File: src/rtl/swmt_pkg.sv
// ----------------------------------------------------------------------------
// swmt_pkg
// Types and constants shared by the sliding window maximum tracker and its
// queue cells.
// ----------------------------------------------------------------------------
`default_nettype none

package swmt_pkg;

  localparam int AMP_W  = 24;
  localparam int TIME_W = 32;
  localparam int CHG_W  = 25;

  typedef logic signed [AMP_W-1:0]  amp_t;
  typedef logic        [TIME_W-1:0] time_t;
  typedef logic signed [CHG_W-1:0]  chg_t;

  // Control broadcast from the top level to every cell of the queue.
  typedef struct packed {
    logic  load;
    logic  shift;
    time_t stime;
    amp_t  samp;
  } ctrl_t;

endpackage

`default_nettype wire

File: src/rtl/swmt_cell.sv
// ----------------------------------------------------------------------------
// swmt_cell
// One entry of the decreasing queue. It holds an amplitude, a time and a
// valid bit, takes its neighbor's entry when the front expires, drops out
// when the new sample is not smaller, and stores the sample at the tail.
// ----------------------------------------------------------------------------
`default_nettype none

module swmt_cell #(
  parameter bit IS_LAST = 1'b0
) (
  input  wire              clk,
  input  wire              rst_n,
  input  swmt_pkg::ctrl_t  ctrl_i,
  input  wire              clr_amp_i,
  input  swmt_pkg::amp_t   nb_amp_i,
  input  swmt_pkg::time_t  nb_time_i,
  input  wire              nb_valid_i,
  input  wire              prev_keep_i,
  output swmt_pkg::amp_t   amp_o,
  output swmt_pkg::time_t  time_o,
  output logic             valid_o,
  output logic             keep_o,
  output swmt_pkg::amp_t   amp_nxt_o
);

  swmt_pkg::amp_t  amp_r, amp_nxt;
  swmt_pkg::time_t time_r, time_nxt;
  logic            valid_r, valid_nxt;
  swmt_pkg::amp_t  e_amp;
  swmt_pkg::time_t e_time;
  logic            e_valid;
  logic            wr;

  always_comb begin
    if (ctrl_i.shift) begin
      e_amp   = nb_amp_i;
      e_time  = nb_time_i;
      e_valid = nb_valid_i;
    end else begin
      e_amp   = clr_amp_i ? '0 : amp_r;
      e_time  = time_r;
      e_valid = valid_r;
    end
    keep_o = e_valid && ($signed(e_amp) > $signed(ctrl_i.samp));
    wr     = prev_keep_i && (IS_LAST || !keep_o);
    if (wr) begin
      amp_nxt  = ctrl_i.samp;
      time_nxt = ctrl_i.stime;
    end else begin
      amp_nxt  = e_amp;
      time_nxt = e_time;
    end
    valid_nxt = keep_o || wr;
  end

  always_ff @(posedge clk) begin
    if (!rst_n) begin
      valid_r <= 1'b0;
    end else if (ctrl_i.load) begin
      valid_r <= valid_nxt;
    end
  end

  always_ff @(posedge clk) begin
    if (ctrl_i.load) begin
      amp_r  <= amp_nxt;
      time_r <= time_nxt;
    end
  end

  assign amp_o     = amp_r;
  assign time_o    = time_r;
  assign valid_o   = valid_r;
  assign amp_nxt_o = amp_nxt;

endmodule

`default_nettype wire
File: config.mk
export PLATFORM = sky130hd
export DESIGN_NAME = swmt_cell
export DESIGN_NICKNAME = d
export VERILOG_FILES = /design/src/rtl/swmt_pkg.sv /design/src/rtl/swmt_cell.sv
export SDC_FILE = /design/constraint.sdc
export NUM_CORES = 1
export LEC_CHECK = 0
export BUFFER_PORTS_ARGS = -buffer_cell sky130_fd_sc_hd__buf_4
export CORE_MARGIN = 1
export CORE_UTILIZATION = 40
export DETAILED_ROUTE_END_ITERATION = 12
export PLACE_DENSITY = 0.82
export SLEW_MARGIN = 20
export SYNTH_ARGS = -nofsm -noshare
export SYNTH_HDL_FRONTEND = slang
export SYNTH_SLANG_ARGS = --single-unit
export TNS_END_PERCENT = 30
File: constraint.sdc
create_clock -name clk -period 11.3 [get_ports clk]
set_clock_uncertainty 0.2 [all_clocks]
set_input_delay 2.825 -clock clk [delete_from_list [all_inputs] [get_ports clk]]
set_output_delay 2.825 -clock clk [all_outputs]
set_load 0.1 [all_outputs]
# Word level (Yosys, flattened, before mapping)
# Index checks and enable logic that the tools add are counted.
dict set report word_totals {
  regBits 57
  latchBits 0
  ramBits 0
  rom_bits 0
  input_bits 119
  word_cells 16
  mem_count 0
}
dict set report classes {
  n_addsub 0
  multipliers 0
  n_div 0
  magnitude_cmp 1
  eq_ne 0
  n_shift 0
  n_mux 6
  n_bitwise 0
  n_reduce_logical 6
}
# op count
set op_table {}
lappend op_table {{$mux 24} 3}
lappend op_table {{$mux 32} 2}
lappend op_table {{$gt 24x24->1} 1}
lappend op_table {{$logic_and 1x1->1} 2}
lappend op_table {{$reduce_and 2->1} 1}
lappend op_table {{$reduce_bool 2->1} 1}
lappend op_table {{$logic_not 1->1} 1}
lappend op_table {{$logic_or 1x1->1} 1}
lappend op_table {{$mux 1} 1}

# Longest topological paths before layout
dict set report depth {
  word_depth 8
  mapped_depth 14
}

# Worst setup path before layout
# No wires, ideal clock.
dict set report synth_path {
  path_kind {input to output}
  start {input port ctrl_i[56] (netlist bit)}
  end {output port amp_nxt_o[0]}
  t_arrival_ns 6.687
  setup_slack_ns 1.588
  stages 13
  n_path_buf 4
  path_cell_list {buf_2 nor2_1 clkbuf_1 a22o_1 ha_1 buf_4 nand4_4 nor4_4 a21o_1 o2111a_1 o21ai_2 buf_2 mux2i_1}
}
dict set report synth_between {
  elab_chain_len 6
  elab_cells_between_ends 7
  cone_classes {order compare: 1; mux: 3; reduce/logical: 3}
}
# element line
set synth_rtl {}
lappend synth_rtl {{from (decl)} swmt_cell.sv:14} ;# input swmt_pkg::ctrl_t ctrl_i,
lappend synth_rtl {{$mux 24} swmt_cell.sv:36} ;# if (ctrl_i.shift) begin
lappend synth_rtl {{$gt 24x24->1} swmt_cell.sv:45} ;# keep_o = e_valid && ($signed(e_amp) > $signed(ctrl_i.samp));
lappend synth_rtl {{$logic_and 1x1->1} swmt_cell.sv:45}
lappend synth_rtl {{$logic_not 1->1} swmt_cell.sv:46} ;# wr = prev_keep_i && (IS_LAST || !keep_o);
lappend synth_rtl {{$logic_and 1x1->1} swmt_cell.sv:46}
lappend synth_rtl {{$mux 24 *} swmt_cell.sv:47} ;# if (wr) begin
lappend synth_rtl {{to (decl)} swmt_cell.sv:24} ;# output swmt_pkg::amp_t amp_nxt_o
# Mark *: on every way between the ends. The rest lies on a longest branch, timed or not.

# Worst setup path after layout
dict set report layout_path {
  start {input port ctrl_i[56] (netlist bit)}
  end {output port amp_nxt_o[16]}
}
# Same word-level chain as after synthesis.

==> results.py <==
metrics = {
    "cts": {
        "post_cts.repair.setup_buffers": 0,
        "clk_transition_reported_paths_ns": 0.08,
        "worstSkewPairLatency_ns": 0.33,
        "max-clock-path-buffers": 2,
        "htree_levels": 3,
        "cts_root_buffer": "sky130_fd_sc_hd__clkbuf_8",
        "holdBufCountCts": 0,
        "cts-buffers-inserted": 9,
        "cts_num_sinks": 57,
        "tritoncts_clock_tree": "built",
        "ctsResizeCount": 0,
    },
    "synth": {
        "compound_gate_portion_of_the_synthesized_area_pct": 11.6,
        "synthSimpleGateAreaFrac_pct": 4.53,
        "synthDistinctLibCells": 36,
        "synth_fp_nets": 403,
        "synth.yosys.warnings": 0,
        "synthesis.instances": 260,
        "synth_area_um2": 3510,
        "yosys_register_bits": 57,
        "syn_area_per_cell_um2": 13.5,
        "yosys.area_share.adder_pct": 8.56,
        "post_synth_xor_area_fraction_pct": 0,
        "seq_area_frac_synth_pct": 48.5,
        "synth_top_family_by_area": "multiplexers",
        "post_synthesis_mux_area_share_pct": 21.4,
    },
    "placed_design": {
        "dp_cells": 554,
        "detailedPlace.worstSlack_ns": 1.55,
        "detailed_place_hpwl_mm": 7.80,
        "dpl_cell_area_um2": 5090,
        "port-buffer-count": 200,
        "gpl.final_weighted_congestion": 0.758,
    },
    "cells_and_area": {
        "drive_above_1_share_pct": 59.8,
        "n_antenna_cell": 0,
        "design_area_um2": 5310,
        "final_nets": 603,
        "post_layout_nonfiller_instances": 570,
        "syn2layout_area_growth_pct": 51.5,
    },
    "setup_path": {
        "worst-path-max-fanout": 27,
        "count_of_buffering_cells_on_the_critical_path_with_inverters_included": 2,
        "critical_path.slowest_cell": "sky130_fd_sc_hd__o21ai_4",
        "worst_ep_arrival_time_ns": 6.69,
        "path_class": "input pin to primary output",
        "critical-path-max-stage-delay_ns": 0.85,
        "cp-end-kind": "primary output",
        "setup.worst_path.start_class": "input pin",
        "required_ns": 8.28,
        "cpLargestDelayFamily": "compound AO/OA/AOI/OAI gates",
        "crit_path_cell_trace": "buf_4, nor2_2, a22o_1, ha_1, a21oi_1, o21ai_0, a21oi_1, a32oi_1, o21ai_4, mux2_2, buf_4",
    },
    "power": {
        "cellLeakagePower_uw": 0.00253,
        "power.density_cell_area_nw_per_um2": 199,
        "peak_supply_drop_v": 0.000133,
    },
    "timing": {
        "number_of_hold_slack_violations_in_the_final_timing_report": 0,
        "period_minus_ws_final_ns": 9.71,
        "max_clock_freq_mhz": 103,
        "timing_worst_slew_pin_value_ns": 1.06,
        "worst_slack_ns": 1.59,
        "slew_hr_pct": 29.5,
        "rsz_0062_raised_after_global_routing": "no",
        "post-route-period-util_pct": 86.0,
        "final.setup.tns_ns": 0,
        "slew_violations": 0,
        "setup-violations-final": 0,
        "whs_ns": 0.549,
    },
    "grt": {
        "number_of_antenna_violations_at_the_first_check_in_global_routing": 0,
        "first_global_vias": 2951,
        "grt_start_max_net_pins": 34,
        "overall_global_routing_resource_usage_pct": 20.8,
        "grt_remaining_overflow": 0,
        "grt_first_pass_wirelength_mm": 14.1,
    },
    "detailed_routing": {
        "post_drt_wl_per_cell_um": 17.6,
        "ant_nets": 0,
        "vias_per_cell": 5.10,
        "wirelength_mm": 10.0,
        "drt-initial-drc-count": 72,
        "dr_total_vias": 2908,
        "detail_route.first_pass.iterations": 4,
        "drc_errors": 0,
    },
    "floorplan": {
        "die-width_um": 95.7,
        "num_io_pins": 201,
        "dieArea_um2": 9150,
        "placeableCoreArea_um2": 8340,
        "initial_utilization_pct": 42.1,
        "rows": 33,
        "die_h_um": 95.7,
    },
    "run": {
        "maxCapViolations": 0,
    },
    "outcome": {
        "outcome": "finished clean",
    },
    "worst_hold_path": {
        "min-delay-path-class": "register to register",
    },
}
==> worst paths after layout <==
| path | endpoint | from | cells past startpoint | slack, ns |
|---|---|---|---|---|
| max | amp_nxt_o[16] | ctrl_i[56] | 11 | 1.59 |
| min | valid_o | valid_o | 3 | 0.55 |
| max reg2reg | time_o[26] | amp_o[23] | 9 | 7.03 |
| min reg2reg | valid_o | valid_o | 3 | 0.55 |
==> layout by cell type (no fill, tap or decap), types with 2 or more instances in the layout <==
cell                          n
sky130_fd_sc_hd__clkbuf_8     9
sky130_fd_sc_hd__o21a_1       2
sky130_fd_sc_hd__nand3_1      2
sky130_fd_sc_hd__buf_4      201
sky130_fd_sc_hd__bufinv_16    2
sky130_fd_sc_hd__o21ai_0      7
sky130_fd_sc_hd__mux2_2      25
sky130_fd_sc_hd__clkinv_4     2
sky130_fd_sc_hd__a22o_1      23
sky130_fd_sc_hd__mux2i_1      2
sky130_fd_sc_hd__a21oi_1     15
sky130_fd_sc_hd__nand4_1      5
sky130_fd_sc_hd__inv_6        2
sky130_fd_sc_hd__inv_1       28
sky130_fd_sc_hd__edfxtp_1    56
sky130_fd_sc_hd__nor2_1       2
sky130_fd_sc_hd__ha_1        24
sky130_fd_sc_hd__nand2_1      7
sky130_fd_sc_hd__mux2_4      30
==> per-layer routing <==
metal  vias to the layer above  wire [um]  track usage, %
met2                       113       5290            37.3
met1                      1380       3900            23.5
met4                         0        200            8.08
li1                       1399          -               -
met3                        16        624            5.50
met5                         -          0               0
==> sequential cells by signal, indices dropped and copies added, names as in the netlist <==
signal / count
valid_o: 1
time_o: 32
amp_o: 24
==> worst min-delay path: cells and delay by family (launching register included) <==
kind            cells  cell delay [ns]
compound gates      2             0.28
simple gates        1             0.07
flops               1             0.36
==> cells in the mapped netlist (all sizes together) <==
| cell | count | area [um^2] |
|---|---|---|
| edfxtp | 56 | 1680 |
| mux2 | 55 | 732 |
| inv | 28 | 105 |
| ha | 24 | 300 |
| a22o | 23 | 201 |
| a21oi | 16 | 80.1 |
| buf | 8 | 67.6 |
| o21ai | 8 | 43.8 |
| nand2 | 7 | 26.3 |
| nand4 | 6 | 52.6 |
| clkbuf | 4 | 15.0 |
| nor2 | 3 | 11.3 |
| mux2i | 2 | 20.0 |
| nand3 | 2 | 10.0 |
| o21a | 2 | 15.0 |
| a21o | 1 | 7.51 |
| a22oi | 1 | 7.51 |
| a32oi | 1 | 8.76 |
| dfxtp | 1 | 20.0 |
| nand2b | 1 | 6.26 |
| nor2b | 1 | 6.26 |
| nor3 | 1 | 5.00 |
| nor4 | 1 | 21.3 |
| o2111a | 1 | 11.3 |
| o2111ai | 1 | 8.76 |
| o211ai | 1 | 7.51 |
| o221ai | 1 | 8.76 |
| o31ai | 1 | 7.51 |
| or2 | 1 | 6.26 |
| or3 | 1 | 6.26 |
| or4 | 1 | 7.51 |
==> final cells by class <==
| class | count | area [um^2] |
|---|---|---|
| multi-input cells | 163 | 1640 |
| well taps | 105 | 131 |
| fillers | 646 | 3030 |
| repair buffers | 201 | 1510 |
| clock inverters | 7 | 103 |
| flip-flops and latches | 57 | 1700 |
| inverters | 28 | 105 |
| clock buffers | 9 | 124 |
==> report_power, final <==
group,switching (uW),internal (uW)
clock,94.9,126
combinational,405,151
sequential,10.2,270
==> kinds of logic after synthesis <==
group,after synthesis
AO/OA/AOI/OAI,57
adder cells (fa/ha/maj),24
multiplexers,57
flip-flops,57
AND/OR/NAND/NOR,25
buffers and inverters,40
==> metrics by stage <==
| step | util (%) | power [uW] |
|---|---|---|
| 3_5_place_dp | 61.0 | 842 |
| 6_report | 63.7 | 1060 |
| 2_1_floorplan | - | 724 |
| 3_3_place_gp | 61.0 | 836 |
| 4_1_cts | 63.7 | 1060 |
| 5_1_grt | 63.7 | 1090 |
Note: power is estimated with default switching activity, not from simulation.
